$ cat config.mk
export PLATFORM = sky130hd
export DESIGN_NAME = delta_list_timer_queue
export DESIGN_NICKNAME = d
export VERILOG_FILES = /design/src/sv/dltq_pkg.sv /design/src/sv/delta_list_timer_queue.sv
export SDC_FILE = /design/constraint.sdc
export NUM_CORES = 1
export LEC_CHECK = 0
export BUFFER_PORTS_ARGS = -buffer_cell sky130_fd_sc_hd__buf_2
export CAP_MARGIN = 20
export CORE_ASPECT_RATIO = 1.5
export CORE_MARGIN = 5
export CORE_UTILIZATION = 60
export CTS_BUF_LIST = sky130_fd_sc_hd__clkbuf_8
export DETAILED_ROUTE_END_ITERATION = 6
export PLACE_DENSITY_LB_ADDON = 0.12
export SYNTH_ARGS = -nofsm -noshare
export SYNTH_HDL_FRONTEND = slang
export SYNTH_SLANG_ARGS = --single-unit
$ cat constraint.sdc
create_clock -name clk -period 17.89 [get_ports clk]
set_clock_uncertainty 0.05 [all_clocks]
set_input_delay 1.789 -clock clk [delete_from_list [all_inputs] [get_ports clk]]
set_output_delay 1.789 -clock clk [all_outputs]
set_load 0.03 [all_outputs]
$ cat src/sv/dltq_pkg.sv
package dltq_pkg;

  localparam int DEPTH_DEF   = 16;
  localparam int ID_BITS_DEF = 8;

  localparam int FUNC_W   = 2;
  localparam int ID_W     = 8;
  localparam int DELAY_W  = 32;
  localparam int STATUS_W = 2;

  typedef enum logic [FUNC_W-1:0] {
    FN_TICK = 2'd0,
    FN_ENQ  = 2'd1,
    FN_DEQ  = 2'd2
  } func_t;

  typedef enum logic [STATUS_W-1:0] {
    STS_OK        = 2'd0,
    STS_FULL      = 2'd1,
    STS_NOT_FOUND = 2'd2
  } status_t;

  typedef enum logic [2:0] {
    S_IDLE,
    S_WALK,
    S_INS_SH,
    S_INS_WR,
    S_DWALK,
    S_TICK_EV,
    S_DEL_SH
  } state_t;

endpackage

$ cat src/sv/delta_list_timer_queue.sv
// Delta-list timer queue.
// Input: a command is taken on a rising edge with start high and busy low:
//   in_func (tick, enqueue, dequeue), in_timer_id, in_delay_ticks.
// Output: exactly one result per command, shown for one cycle with
//   out_valid high: out_status, out_expired, out_expired_id. The receiver
//   cannot stall; the result must be taken in the cycle it appears.
// Entries sit in a single-port-write, single-port-read array, walked and
// shifted one entry per cycle by a small sequencer around one 33-bit
// add/subtract unit. Per command:
//   tick on empty list, full enqueue, dequeue on empty list, unused code: result in the next cycle.
//   tick without expiry: busy in S_TICK_EV only.
//   tick with expiry: busy in S_TICK_EV, then S_DEL_SH shifting the tail down.
//   enqueue: busy in walk, shift up, write; walk only when appending.
//   dequeue: busy in walk, shift down.
// The result strobe may come before busy drops; the next command waits for
// busy low. The registered array read sets the walk rate.
// Reset empties the list at once; no clearing pass.
module delta_list_timer_queue
  import dltq_pkg::*;
#(
  parameter int DEPTH   = DEPTH_DEF,
  parameter int ID_BITS = ID_BITS_DEF
) (
  input  logic                clk,
  input  logic                rst_n,
  input  logic                start,
  output logic                busy,
  input  logic [FUNC_W-1:0]   in_func,
  input  logic [ID_W-1:0]     in_timer_id,
  input  logic [DELAY_W-1:0]  in_delay_ticks,
  output logic                out_valid,
  output logic [STATUS_W-1:0] out_status,
  output logic                out_expired,
  output logic [ID_W-1:0]     out_expired_id
);

  localparam int AW    = (DEPTH > 1) ? $clog2(DEPTH) : 1;
  localparam int CW    = $clog2(DEPTH + 1);
  localparam int KEY_W = (ID_BITS < ID_W) ? ID_BITS : ID_W;

  logic [KEY_W-1:0]   mem_id [DEPTH];
  logic [DELAY_W-1:0] mem_dl [DEPTH];
  logic [KEY_W-1:0]   rd_id_r;
  logic [DELAY_W-1:0] rd_dl_r;

  state_t             state_r, state_nxt;
  logic [CW-1:0]      cnt_r, cnt_nxt;
  logic [CW-1:0]      pos_r, pos_nxt;
  logic [CW-1:0]      sh_r, sh_nxt;
  logic               merge_r, merge_nxt;
  logic [DELAY_W-1:0] rem_r, rem_nxt;
  logic [DELAY_W-1:0] hold_r, hold_nxt;
  logic [KEY_W-1:0]   id_r, id_nxt;
  logic               out_valid_r, out_valid_nxt;
  logic [STATUS_W-1:0] out_status_r, out_status_nxt;
  logic               out_expired_r, out_expired_nxt;
  logic [ID_W-1:0]    out_expired_id_r, out_expired_id_nxt;

  logic [CW-1:0]      ra_c, wa_c;
  logic               we_c;
  logic [KEY_W-1:0]   wid_c;
  logic [DELAY_W-1:0] wdl_c;

  logic [DELAY_W-1:0] alu_a, alu_b;
  logic               alu_sub;
  logic [DELAY_W:0]   alu_sum;
  logic [DELAY_W-1:0] alu_res;
  logic               alu_cy;

  always_ff @(posedge clk) begin
    if (we_c) begin
      mem_id[wa_c[AW-1:0]] <= wid_c;
      mem_dl[wa_c[AW-1:0]] <= wdl_c;
    end
    rd_id_r <= mem_id[ra_c[AW-1:0]];
    rd_dl_r <= mem_dl[ra_c[AW-1:0]];
  end

  always_comb begin
    alu_a   = rem_r;
    alu_b   = rd_dl_r;
    alu_sub = 1'b1;
    case (state_r)
      S_WALK: begin
        alu_a = rem_r;
        alu_b = rd_dl_r;
      end
      S_INS_SH: begin
        alu_a = rd_dl_r;
        alu_b = rem_r;
      end
      S_TICK_EV: begin
        alu_a = rd_dl_r;
        alu_b = DELAY_W'(1);
      end
      S_DEL_SH: begin
        alu_a   = rd_dl_r;
        alu_b   = hold_r;
        alu_sub = 1'b0;
      end
      default: begin
        alu_a = rem_r;
        alu_b = rd_dl_r;
      end
    endcase
  end

  assign alu_sum = {1'b0, alu_a} + {1'b0, (alu_sub ? ~alu_b : alu_b)}
                 + {{DELAY_W{1'b0}}, alu_sub};
  assign alu_res = alu_sum[DELAY_W-1:0];
  assign alu_cy  = alu_sum[DELAY_W];

  always_comb begin
    state_nxt          = state_r;
    cnt_nxt            = cnt_r;
    pos_nxt            = pos_r;
    sh_nxt             = sh_r;
    merge_nxt          = merge_r;
    rem_nxt            = rem_r;
    hold_nxt           = hold_r;
    id_nxt             = id_r;
    out_valid_nxt      = 1'b0;
    out_status_nxt     = out_status_r;
    out_expired_nxt    = out_expired_r;
    out_expired_id_nxt = out_expired_id_r;
    ra_c               = '0;
    wa_c               = '0;
    we_c               = 1'b0;
    wid_c              = id_r;
    wdl_c              = rem_r;

    case (state_r)
      S_IDLE: begin
        if (start) begin
          id_nxt          = in_timer_id[KEY_W-1:0];
          rem_nxt         = in_delay_ticks;
          pos_nxt         = '0;
          out_status_nxt  = STS_OK;
          out_expired_nxt = 1'b0;
          out_expired_id_nxt = '0;
          case (in_func)
            FN_TICK: begin
              if (cnt_r == '0) begin
                out_valid_nxt = 1'b1;
              end else begin
                state_nxt = S_TICK_EV;
              end
            end
            FN_ENQ: begin
              if (cnt_r == CW'(DEPTH)) begin
                out_valid_nxt  = 1'b1;
                out_status_nxt = STS_FULL;
              end else begin
                state_nxt = S_WALK;
              end
            end
            FN_DEQ: begin
              if (cnt_r == '0) begin
                out_valid_nxt  = 1'b1;
                out_status_nxt = STS_NOT_FOUND;
              end else begin
                state_nxt = S_DWALK;
              end
            end
            default: begin
              out_valid_nxt = 1'b1;
            end
          endcase
        end
      end

      S_WALK: begin
        if (pos_r == cnt_r) begin
          we_c           = 1'b1;
          wa_c           = pos_r;
          cnt_nxt        = cnt_r + CW'(1);
          out_valid_nxt  = 1'b1;
          state_nxt      = S_IDLE;
        end else if (alu_cy) begin
          rem_nxt = alu_res;
          pos_nxt = pos_r + CW'(1);
          ra_c    = pos_r + CW'(1);
        end else begin
          sh_nxt    = cnt_r - CW'(1);
          ra_c      = cnt_r - CW'(1);
          state_nxt = S_INS_SH;
        end
      end

      S_INS_SH: begin
        we_c  = 1'b1;
        wa_c  = sh_r + CW'(1);
        wid_c = rd_id_r;
        wdl_c = rd_dl_r;
        if (sh_r == pos_r) begin
          wdl_c     = alu_res;
          state_nxt = S_INS_WR;
        end else begin
          sh_nxt = sh_r - CW'(1);
          ra_c   = sh_r - CW'(1);
        end
      end

      S_INS_WR: begin
        we_c          = 1'b1;
        wa_c          = pos_r;
        cnt_nxt       = cnt_r + CW'(1);
        out_valid_nxt = 1'b1;
        state_nxt     = S_IDLE;
      end

      S_DWALK: begin
        if (rd_id_r == id_r) begin
          out_valid_nxt = 1'b1;
          hold_nxt      = rd_dl_r;
          merge_nxt     = 1'b1;
          if (pos_r + CW'(1) == cnt_r) begin
            cnt_nxt   = cnt_r - CW'(1);
            state_nxt = S_IDLE;
          end else begin
            sh_nxt    = pos_r + CW'(1);
            ra_c      = pos_r + CW'(1);
            state_nxt = S_DEL_SH;
          end
        end else if (pos_r + CW'(1) == cnt_r) begin
          out_valid_nxt  = 1'b1;
          out_status_nxt = STS_NOT_FOUND;
          state_nxt      = S_IDLE;
        end else begin
          pos_nxt = pos_r + CW'(1);
          ra_c    = pos_r + CW'(1);
        end
      end

      S_TICK_EV: begin
        if (rd_dl_r != '0 && alu_res != '0) begin
          we_c          = 1'b1;
          wa_c          = '0;
          wid_c         = rd_id_r;
          wdl_c         = alu_res;
          out_valid_nxt = 1'b1;
          state_nxt     = S_IDLE;
        end else begin
          out_valid_nxt      = 1'b1;
          out_expired_nxt    = 1'b1;
          out_expired_id_nxt = ID_W'(rd_id_r);
          if (cnt_r == CW'(1)) begin
            cnt_nxt   = '0;
            state_nxt = S_IDLE;
          end else begin
            merge_nxt = 1'b0;
            pos_nxt   = '0;
            sh_nxt    = CW'(1);
            ra_c      = CW'(1);
            state_nxt = S_DEL_SH;
          end
        end
      end

      S_DEL_SH: begin
        we_c  = 1'b1;
        wa_c  = sh_r - CW'(1);
        wid_c = rd_id_r;
        wdl_c = rd_dl_r;
        if (merge_r && (sh_r - CW'(1) == pos_r)) begin
          wdl_c = alu_cy ? '1 : alu_res;
        end
        if (sh_r + CW'(1) == cnt_r) begin
          cnt_nxt   = cnt_r - CW'(1);
          state_nxt = S_IDLE;
        end else begin
          sh_nxt = sh_r + CW'(1);
          ra_c   = sh_r + CW'(1);
        end
      end

      default: begin
        state_nxt = S_IDLE;
      end
    endcase
  end

  always_ff @(posedge clk) begin
    if (!rst_n) begin
      state_r     <= S_IDLE;
      cnt_r       <= '0;
      merge_r     <= 1'b0;
      out_valid_r <= 1'b0;
    end else begin
      state_r     <= state_nxt;
      cnt_r       <= cnt_nxt;
      merge_r     <= merge_nxt;
      out_valid_r <= out_valid_nxt;
    end
  end

  always_ff @(posedge clk) begin
    pos_r            <= pos_nxt;
    sh_r             <= sh_nxt;
    rem_r            <= rem_nxt;
    hold_r           <= hold_nxt;
    id_r             <= id_nxt;
    out_status_r     <= out_status_nxt;
    out_expired_r    <= out_expired_nxt;
    out_expired_id_r <= out_expired_id_nxt;
  end

  assign busy           = (state_r != S_IDLE);
  assign out_valid      = out_valid_r;
  assign out_status     = out_status_r;
  assign out_expired    = out_expired_r;
  assign out_expired_id = out_expired_id_r;

  a_cnt_bound: assert property (@(posedge clk) disable iff (!rst_n)
    cnt_r <= CW'(DEPTH))
    else $error("entry count above depth");

  a_cnt_step: assert property (@(posedge clk) disable iff (!rst_n)
    ($past(rst_n) && cnt_r != $past(cnt_r)) |->
      (cnt_r == $past(cnt_r) + CW'(1) || cnt_r == $past(cnt_r) - CW'(1)))
    else $error("entry count moved by more than one");

  a_result_cause: assert property (@(posedge clk) disable iff (!rst_n)
    out_valid_r |-> ($past(start && !busy) || $past(busy)))
    else $error("result without a command in progress");

  a_expire_ok: assert property (@(posedge clk) disable iff (!rst_n)
    (out_valid_r && out_expired_r) |-> out_status_r == STS_OK)
    else $error("expiry with non-ok status");

  a_idle_after_walk: assert property (@(posedge clk) disable iff (!rst_n)
    (state_r == S_INS_WR) |=> (state_r == S_IDLE && out_valid_r))
    else $error("insert write did not complete the enqueue");

endmodule

After elaboration in Yosys (flattened, before gate mapping)

Memories as Yosys holds them, arrays and structs flattened. A register that Yosys moved wholly into a read port is not among the register bits.
Cells that the tools add are included.

Reductions and logical operators: 30
Multiplexer cells: 92
Equal/unequal tests: 38
Add/subtract/negate cells: 7
Bitwise logic cells: 1

Operators by type and width:

| operator            | number |
|---|---|
| $mux 32             | 9 |
| $pmux 32 s3         | 2 |
| $mux 5              | 20 |
| $pmux 32 s2         | 1 |
| $reduce_bool 32->1  | 2 |
| $pmux 5 s5          | 2 |
| $mux 3              | 13 |
| $add 32x32->33      | 1 |
| $add 33x1->33       | 1 |
| $ne 2x2->1 const B  | 16 |
| $not 32->32         | 1 |
| $pmux 8 s2          | 2 |
| $eq 5x5->1          | 5 |
| $mux 4              | 6 |
| $mux 8              | 3 |
| $pmux 4 s5          | 1 |
| $pmux 5 s4          | 1 |
| $mux 1              | 18 |
| $pmux 3 s6          | 1 |
| $reduce_and 9->1    | 2 |
| $pmux 4 s4          | 1 |
| $add 5x1->5 const B | 3 |
| $ne 3x3->1 const B  | 5 |
| $reduce_and 4->1    | 3 |
| other kinds (30)    | 49 |

Bits in registers: 103
Output and inout port bits: 13
Memories kept: 2
Bits in writable memories: 640

Memory list:

| memory | depth | width | read ports | clocked after Yosys merged registers in | write ports | RTL line                     | RTL |
|---|---|---|---|---|---|---|---|
| mem_dl | 16    | 32    | 1          | 1                                       | 1           | delta_list_timer_queue.sv:42 | `logic [DELAY_W-1:0] mem_dl [DEPTH];` |
| mem_id | 16    | 8     | 1          | 1                                       | 1           | delta_list_timer_queue.sv:41 | `logic [KEY_W-1:0] mem_id [DEPTH];` |

Depth between registers and ports, before layout

Gate-level depths: netlist of run 1.

Word-level depth: 12
Mapped depth: 25
Depth with buffers taken out: 18

Least setup slack after synthesis of run 1

OpenSTA, ideal clock, no wires.

Kind: reg-to-reg
Start: register state_r[0]
End: memory mem_dl[0][0] (enable)
Required time: 17.342 ns
Setup time: 0.498 ns
Arrival: 7.534 ns
Setup slack: 9.808 ns
Cell stages (with the launch flop): 21
Cell sequence: dfxtp_1 -> clkbuf_1 -> clkbuf_1 -> nand2b_1 -> clkbuf_1 -> nand2_1 -> buf_1 -> mux2_2 -> fa_1 -> a211oi_2 -> o211ai_1 -> a21boi_2 -> o2111ai_1 -> a31oi_1 -> xor2_1 -> and4b_1 -> and4_1 -> nor3_1 -> nor2_1 -> clkbuf_1 -> a211oi_1

Cells in the longest elaborated chain, start to end: 12

RTL lines:

| item                                            | RTL line                                                    | RTL |
|---|---|---|
| from (decl)                                     | delta_list_timer_queue.sv:46                                | `state_t state_r, state_nxt;` |
| from (signal assigned)                          | delta_list_timer_queue.sv:290                               | `state_r <= state_nxt;` |
| $eq 3x3->1 / $eq 3x2->1 (equally long branches) | delta_list_timer_queue.sv:83, delta_list_timer_queue.sv:132 |  |
| $pmux 32 s3                                     | delta_list_timer_queue.sv:83                                | `case (state_r)` |
| $not 32->32                                     | delta_list_timer_queue.sv:108                               | `assign alu_sum = {1'b0, alu_a} + {1'b0, (alu_sub ? ~alu_b : alu_b)}` |
| $mux 32                                         | delta_list_timer_queue.sv:108                               |  |
| $add 32x32->33                                  | delta_list_timer_queue.sv:108                               |  |
| $add 33x1->33                                   | delta_list_timer_queue.sv:109                               | `+ {{DELAY_W{1'b0}}, alu_sub};` |
| $reduce_bool 32->1                              | delta_list_timer_queue.sv:236                               | `if (rd_dl_r != '0 && alu_res != '0) begin` |
| $logic_and 1x1->1                               | delta_list_timer_queue.sv:236                               |  |
| $mux 1                                          | delta_list_timer_queue.sv:236                               |  |
| $pmux 1 s3                                      | delta_list_timer_queue.sv:132                               | `case (state_r)` |
| $mux 1                                          | delta_list_timer_queue.sv:71                                | `if (we_c) begin` |
| $mux 1 (not written as such)                    | delta_list_timer_queue.sv:73                                | `mem_dl[wa_c[AW-1:0]] <= wdl_c;` |
| to (decl)                                       | delta_list_timer_queue.sv:42                                |  |

Several ways; a longest one is shown, not always the timed one.

Worst setup path in the final report of run 1

Start: register state_r[0]
End: register rd_dl_r[30] (read register of mem_dl)

Cells in the longest elaborated chain, start to end: 10

RTL lines:

| item                                            | RTL line                                                    | RTL |
|---|---|---|
| $eq 3x3->1 / $eq 3x2->1 (equally long branches) | delta_list_timer_queue.sv:83, delta_list_timer_queue.sv:132 |  |
| $pmux 32 s3                                     | delta_list_timer_queue.sv:83                                |  |
| $not 32->32                                     | delta_list_timer_queue.sv:108                               |  |
| $mux 32                                         | delta_list_timer_queue.sv:108                               |  |
| $add 32x32->33                                  | delta_list_timer_queue.sv:108                               |  |
| $add 33x1->33                                   | delta_list_timer_queue.sv:109                               |  |
| $reduce_bool 32->1                              | delta_list_timer_queue.sv:236                               |  |
| $logic_and 1x1->1                               | delta_list_timer_queue.sv:236                               |  |
| $mux 1                                          | delta_list_timer_queue.sv:236                               |  |
| $pmux 4 s5 (*)                                  | delta_list_timer_queue.sv:132                               |  |
| to (decl)                                       | delta_list_timer_queue.sv:44                                | `logic [DELAY_W-1:0] rd_dl_r;` |

Mark *: on every way between the ends. The rest lies on a longest branch, timed or not.
A chain may end at the register's enable or synchronous reset.

==> impl_metrics.tcl, run 1 <==
set metrics [dict create \
    cts_repair_resize_count 0 \
    viasPerCell 6.50 \
    grt_pass1_wl_mm 141 \
    synthFlopType "edfxtp_1" \
    grt_setup_unrepaired "no" \
    ys_warn_count 0 \
    critPathCaptureType "register" \
    drtIter0Drc 2396 \
    fin_crit_sh_pct 45.5 \
    num-fill-cells 4254 \
    cts-root-buf "clkbuf_8" \
    place_congestion 0.916 \
    synthSimpleGateAreaFrac_pct 6.46 \
    postSynthCellCount 2598 \
    period_minus_slack_ns 8.13 \
    synth_edf_count 733 \
    htreeDepth 3 \
    cts_tree "yes" \
    ant_nets 0 \
    die_height_um 308 \
    final_max_slew_viol_count 0 \
    max_freq_mhz 123 \
    chipWidth_um 208 \
    synth.distinct_cells 82 \
    num_io_pins 58 \
    synth_adder_area_share_pct 1.50 \
    core_mm2 0.0588 \
    die_area_mm2 0.0642 \
    synth_top_area_cell "edfxtp_1" \
    drv_cap 0 \
    cts_num_sinks 783 \
    path_class "register to register" \
    multi_input_area_mm2 0.0119 \
    synthArstFlopShare_pct 0 \
    tightest_slew_ns 1.24 \
    clock_latency_ns 0.74 \
    status "finished clean" \
    slowest_delay_ns 0.86 \
    grt_max_degree 135 \
    cts.clk_slew.worst_paths_ns 0.08 \
    cp_data_required_time_ns 18.46 \
    cp_common_cell "buf_4" \
    synth-compound-area-share_pct 12.7 \
    numCtsBuffers 110 \
    synth_seq_cells 783 \
    wire_per_inst_um 26.8 \
    finalSetupViolCount 0 \
    crit_fanout 72 \
    rows 109 \
    dr.pass1.iters 7 \
    synthMuxAreaShare_pct 10.6 \
    clockBufferDepth 3 \
    crit_slowest_cell "buf_4" \
    port_buffers 57 \
    post-dp-hpwl_mm 55.4 \
    setup_tns_ns 0 \
    first_global_vias 23000 \
    cts_setup_buffers 0 \
    synth-seq-area-share_pct 64.9 \
    syn_area_per_cell_um2 13.6 \
    synth_top_family_by_area "compound AO/OA/AOI/OAI gates" \
    layout-drive-gt1-share_pct 14.2 \
    area_growth_pct 10.5 \
    finalHoldViolations 0 \
    cts_hold_buffers 0 \
    synth_area_leaders "edfxtp_1 62%, mux2i_1 9.1%, dfxtp_1 2.8%" \
    layout_commonest_cell "edfxtp_1" \
    seq_area_mm2 0.0230 \
    pre_cts_ws_ns 9.91 \
    wirelength_mm 95.2 \
    hold_path_class "register to register" \
    initial_core_util_pct 60.3 \
    critical_path.cell_chain "buf_4 -> nor2_4 -> buf_4 -> nand2_1 -> buf_4 -> o22a_1 -> o21ai_0 -> ha_1 -> a21oi_1 -> o21ai_0 -> a22o_1 -> o21ai_0 -> a31o_2 -> and2_1 -> o31ai_4 -> buf_4 -> buf_4 -> buf_4 -> mux2i_1 -> o22a_1 -> o211ai_1 -> a211o_1" \
    post-route-drc-count 0 \
    cp-start-kind "register" \
    synth.top_cell.area_share_pct 62.1 \
    arrival_ns 8.70 \
    grt_overflow 0 \
    syn_nets 2685 \
    final_nets 2767 \
    layout_common_cells "733 x edfxtp_1, 323 x mux2i_1, 201 x nand2_1" \
    fin_ws_ns 9.76 \
    slew_headroom_pct 17.1 \
    syn_area_mm2 0.0355 \
    synthXorXnorAreaFrac_pct 1.53 \
    grt_util_all_layers_pct 28.9 \
    num_vias 23100 \
    antenna_found_initial 1 \
]
[area by class of cell]
type                    instances  share of cell area (%)
flip-flops and latches        783                    58.7
multi-input cells            1623                    30.2
clock buffers                 126                    4.43
well taps                     777                    2.48
repair buffers                135                    2.32
clock inverters                83                    1.53
inverters                      27                   0.259
diodes                          1                 0.00639
[Yosys cell counts, types with 4 or more instances]
library cell,n
edfxtp_1,733
mux2i_1,323
nand2_1,205
o21ai_0,150
nor2_1,131
clkbuf_1,101
a21oi_1,95
o22a_1,70
a21o_1,54
o211ai_1,53
dfxtp_1,50
o22ai_1,50
buf_2,47
mux2_2,46
a211o_1,41
ha_1,41
xnor2_1,40
nand3_1,31
inv_1,26
a221oi_1,22
nor3_1,22
xor2_1,22
nand4_1,21
and3_1,14
a211oi_1,13
and2_1,12
o21a_1,12
a222oi_1,11
nor4_1,11
buf_1,10
nor2b_1,9
and4_1,8
a31oi_1,7
nand2b_1,7
o2111ai_1,7
a21boi_0,6
o31ai_1,6
or3_1,6
a32oi_1,5
o211a_1,5
buf_4,4
o21bai_1,4
o221ai_1,4
or2_2,4
or4_1,4
[cells by family after synthesis]
logic type	count (synthesis)
flip-flops	783
AND/OR/NAND/NOR	498
buffers and inverters	192
adder cells (fa/ha/maj)	42
multiplexers	369
AO/OA/AOI/OAI	652
XOR/XNOR	62
[per-stage QoR]
step	hold slack, ns	std cells	util, %	cell area, µm²
after global routing	0.488	3555	66.7	39200
final	0.489	3555	66.7	39200
after floorplan	0.353	2598	-	35500
after detailed placement	0.478	3343	62.6	36800
after global placement	0.475	3340	62.6	36800
after CTS	0.482	3552	66.6	39100
[registers in the layout (all words and copies together) (netlist names)]
name,count
rem_r,32
cnt_r,5
mem_id,128
sh_r,5
out_expired_id,8
out_status,2
rd_dl_r,32
hold_r,32
out_valid,1
state_r,3
pos_r,5
id_r,8
mem_dl,512
merge_r,1
rd_id_r,8
out_expired,1
[metal layers]
layer	track usage, %	routed length, µm
met5	0	0
met1	38.2	38200
met2	49.0	46700
met3	4.30	6790
met4	11.2	3560
[critical path: cells and delay by family (launching register included)]
kind            cells  cell delay, ns
simple gates        3            0.51
compound gates     11            2.67
mux                 1            0.29
buf+inv             6            3.33
fa+ha+maj           1            0.58
flops               1            0.35
[path summary, 6_finish.rpt]
kind                    from          end  slack (ns)  cells after the start
hold reg to reg   rd_dl_r[6]    hold_r[6]        0.49                      0
setup reg to reg  state_r[0]  rd_dl_r[30]        9.76                     22
setup / recovery  state_r[0]  rd_dl_r[30]        9.76                     22
hold / removal    rd_dl_r[6]    hold_r[6]        0.49                      0
Power of run 1 is not shown: default switching activity piles up to over one toggle a cycle in this logic, so the estimate is an artifact.
==> inputs of run 2 (changes only) <==
- CORE_UTILIZATION: 60 -> 59
- clock period: 17.89 -> 7 ns (I/O delays scaled with it)
==> impl_metrics.tcl, run 2 (synthesis gave the netlist of run 1 again) <==
set metrics [dict create \
    status "finished clean" \
    htreeDepth 3 \
    layout_commonest_cell "edfxtp_1" \
    drv_cap 0 \
    reg2reg_to "mem_dl[2][19]" \
    grt_util_all_layers_pct 29.5 \
    layout_common_cells "733 x edfxtp_1, 323 x mux2i_1, 200 x nand2_1" \
    grt_setup_unrepaired "no" \
    r2r_slack_ns 0.24 \
    finalHoldViolations 0 \
    clockBufferDepth 3 \
    core_mm2 0.0597 \
    final_nets 2792 \
    period_minus_slack_ns 6.76 \
    finalSetupViolCount 0 \
    numCtsBuffers 111 \
    cts_num_sinks 783 \
    fin_crit_sh_pct 96.6 \
    hold_path_class "input port to register" \
    place_congestion 0.983 \
    rows 110 \
    layout-drive-gt1-share_pct 14.5 \
    cts_setup_buffers 0 \
    num_vias 23300 \
    clock_latency_ns 0.77 \
    wirelength_mm 96.8 \
    grt_max_degree 64 \
    num_io_pins 58 \
    area_growth_pct 11.1 \
    cts.clk_slew.worst_paths_ns 0.06 \
    tightest_slew_ns 1.19 \
    chipWidth_um 210 \
    antenna_found_initial 2 \
    wire_per_inst_um 27.0 \
    setup_tns_ns 0 \
    die_area_mm2 0.0652 \
    cts-root-buf "clkbuf_8" \
    crit_start "state_r[0]" \
    slew_headroom_pct 19.9 \
    max_freq_mhz 148 \
    reg2regPathDepth 22 \
    ant_nets 0 \
    first_global_vias 23000 \
    cts_tree "yes" \
    grt_overflow 0 \
    final_max_slew_viol_count 0 \
    post-dp-hpwl_mm 60.1 \
    initial_core_util_pct 59.4 \
    cp_data_required_time_ns 7.39 \
    path_class "register to register" \
    cp-start-kind "register" \
    largest_register_ffs 512 \
    drtIter0Drc 2462 \
    port_buffers 57 \
    r2r_start "state_r[0]" \
    dr.pass1.iters 6 \
    critPathCaptureType "register" \
    grt_pass1_wl_mm 144 \
    viasPerCell 6.49 \
    post-route-drc-count 0 \
    arrival_ns 7.15 \
    final_util_pct 65.9 \
    crit_fanout 29 \
    endpoint "mem_dl[2][19]" \
    die_height_um 310 \
]
## run 2: worst min path at each step
stage	start	depth (start not counted)	slack, ns	to
2_1_floorplan	rd_dl_r[0]	0	0.35	hold_r[0]
3_3_place_gp	rd_dl_r[10]	0	0.48	hold_r[10]
3_5_place_dp	rd_dl_r[10]	0	0.48	hold_r[10]
4_1_cts	in_timer_id[0]	1	0.04	id_r[0]
5_1_grt	in_timer_id[0]	1	0.08	id_r[0]
6_report	in_timer_id[0]	1	0.11	id_r[0]
## run 2: layout make-up
class,instances,area (µm²)
sequential,783,23000
fill,4357,20400
multi-input combinational,1623,11900
clock buffer,127,1750
timing repair buffer,159,1270
tap,784,981
clock inverter,80,395
inverter,27,101
antenna,1,2.50
## run 2: stage by stage
step / cell area [µm²] / setup WS (ns) / hold WS, ns / cells
after floorplan: 35500 / 0.205 / 0.353 / 2598
after global placement: 37200 / 0.132 / 0.480 / 3374
after detailed placement: 37200 / 0.0862 / 0.479 / 3376
after CTS: 39400 / 0.0300 / 0.0401 / 3583
after global routing: 39400 / 0.0326 / 0.0759 / 3584
final: 39400 / 0.241 / 0.113 / 3584
## run 2: timing repair
action / 4_1_cts / 5_1_grt
hold buffers: 0 / 0
gates resized for setup: 0 / 7
endpoints found under the hold margin: 0 / 0
endpoints found under the setup margin: 0 / 727
## run 2: metal layers
metal	vias up	routed length, µm	GRT usage (%)
met5	-	0	0
met4	0	4770	14.7
met3	249	7010	4.11
met2	1017	47300	49.1
met1	11600	37600	38.3
li1	10400	-	-
## run 2: worst max-delay path, stage by stage (launching register included)
cell       delay [ns]
dfxtp_1          0.53
nor2b_4          0.22
nand2_1          0.07
nand2_1          0.15
buf_4            0.37
mux2_2           0.39
ha_1             0.34
a21oi_1          0.37
o21ai_0          0.29
a2bb2oi_1        0.41
nand4_1          0.18
buf_4            0.21
a21oi_1          0.18
xor2_1           0.57
and4_1           0.55
and4_1           0.32
nor3_2           0.09
o21bai_1         0.19
buf_4            0.21
a21oi_1          0.14
buf_4            0.23
o21ai_0          0.13
buf_4            0.26
Power of run 2 is left out for the same reason.
==> inputs of run 3 (changes only) <==
- CORE_UTILIZATION: 59 -> 57
- CTS_BUF_LIST: sky130_fd_sc_hd__clkbuf_8 -> sky130_fd_sc_hd__clkbuf_8 sky130_fd_sc_hd__clkbuf_16
==> impl_metrics.tcl, run 3 (synthesis gave the netlist of run 1 again) <==
set metrics [dict create \
    drtIter0Drc 2479 \
    final_nets 2781 \
    die_area_mm2 0.0674 \
    tightest_slew_ns 1.14 \
    critPathCaptureType "register" \
    final_util_pct 64.4 \
    antenna_found_initial 2 \
    cts_num_sinks 783 \
    layout_commonest_cell "edfxtp_1" \
    period_minus_slack_ns 6.77 \
    reg2reg_to "mem_dl[0][31]" \
    finalHoldViolations 0 \
    chipWidth_um 214 \
    dr.pass1.iters 7 \
    status "finished clean" \
    finalSetupViolCount 0 \
    grt_setup_unrepaired "no" \
    htreeDepth 3 \
    endpoint "mem_dl[0][31]" \
    cp_data_required_time_ns 7.39 \
    clockBufferDepth 3 \
    die_height_um 315 \
    num_io_pins 58 \
    final_max_slew_viol_count 0 \
    port_buffers 57 \
    arrival_ns 7.16 \
    ant_nets 0 \
    area_growth_pct 12.5 \
    max_freq_mhz 148 \
    cp-start-kind "register" \
    layout_common_cells "733 x edfxtp_1, 323 x mux2i_1, 199 x nand2_1" \
    largest_register_ffs 512 \
    grt_util_all_layers_pct 28.6 \
    wire_per_inst_um 27.2 \
    grt_max_degree 72 \
    grt_pass1_wl_mm 144 \
    num-fill-cells 4552 \
    hold_path_class "input port to register" \
    clock_latency_ns 0.63 \
    drv_cap 0 \
    post-dp-hpwl_mm 62.4 \
    crit_start "state_r[0]" \
    crit_fanout 29 \
    rows 112 \
    initial_core_util_pct 57.2 \
    viasPerCell 6.51 \
    first_global_vias 22800 \
    cts_hold_buffers 0 \
    multi_input_area_mm2 0.0119 \
    path_class "register to register" \
    seq_area_mm2 0.0230 \
    fin_crit_sh_pct 96.7 \
    r2r_slack_ns 0.23 \
    cts_tree "yes" \
    wirelength_mm 96.6 \
    layout-drive-gt1-share_pct 14.2 \
    cts-root-buf "clkbuf_16" \
    post-route-drc-count 0 \
    grt_overflow 0 \
    place_congestion 0.949 \
    num_vias 23100 \
    reg2regPathDepth 21 \
    core_mm2 0.0619 \
    numCtsBuffers 73 \
    r2r_start "state_r[0]" \
    cts.clk_slew.worst_paths_ns 0.06 \
    slew_headroom_pct 23.6 \
]
[run 3: critical path: stages (launching register included)]
cell and delay, ns:
dfxtp_1 0.55, nor2b_4 0.22, nand2_1 0.08, nand2_1 0.15
buf_4 0.38, mux2_2 0.38, ha_1 0.43, nand4_1 0.27
nor3_1 0.43, o211ai_1 0.34, and2_1 0.30, a211oi_2 0.44
a2111oi_0 0.13, and4_1 0.26, and4_1 0.32, nor3_2 0.41
o21bai_1 0.18, buf_4 0.27, a21oi_1 0.07, buf_4 0.20
o21ai_0 0.40, buf_4 0.29
[run 3: worst min path at each step]
stage | startpoint | endpoint | slack [ns] | cells past startpoint
after global placement | rd_dl_r[1] | hold_r[1] | 0.48 | 0
after floorplan | rd_dl_r[0] | hold_r[0] | 0.35 | 0
after CTS | in_timer_id[3] | id_r[3] | 0.19 | 1
after detailed placement | rd_dl_r[10] | hold_r[10] | 0.49 | 0
after global routing | in_timer_id[3] | id_r[3] | 0.20 | 1
final | in_timer_id[3] | id_r[3] | 0.22 | 1
[run 3: cell type report]
cell class | instances | share of cell area (%)
diodes | 2 | 0.0126
clock buffers | 81 | 4.97
clock inverters | 49 | 0.853
inverters | 27 | 0.254
multi-input cells | 1623 | 29.8
flip-flops and latches | 783 | 57.7
well taps | 798 | 2.50
repair buffers | 186 | 3.92
[run 3: stage by stage]
stage / TNS [ns] / instance area (µm²) / instances / setup WS [ns] / hold slack, ns
2_1_floorplan: 0 / 35500 / 2598 / 0.205 / 0.353
3_3_place_gp: -1.21 / 37400 / 3410 / -0.0757 / 0.482
3_5_place_dp: -3.87 / 37500 / 3413 / -0.236 / 0.486
4_1_cts: 0 / 39800 / 3543 / 0.0729 / 0.187
5_1_grt: 0 / 39900 / 3547 / 0.0223 / 0.198
6_report: 0 / 39900 / 3549 / 0.230 / 0.216
[run 3: timing repair]
action | in CTS | in global routing
resized for setup | 2 | 6
pin swaps | 0 | 3
buffers inserted | 0 | 4
endpoints found under the setup margin | 48 | 359
[run 3: per-layer routing]
metal / GRT usage [%] / vias to the layer above / part of all wire (%)
li1: - / 10300 / -
met1: 38.2 / 11600 / 39
met2: 48.5 / 955 / 50
met3: 3.44 / 236 / 6.7
met4: 10.9 / 0 / 4.2
met5: 0 / - / 0
Power of run 3 is left out for the same reason.
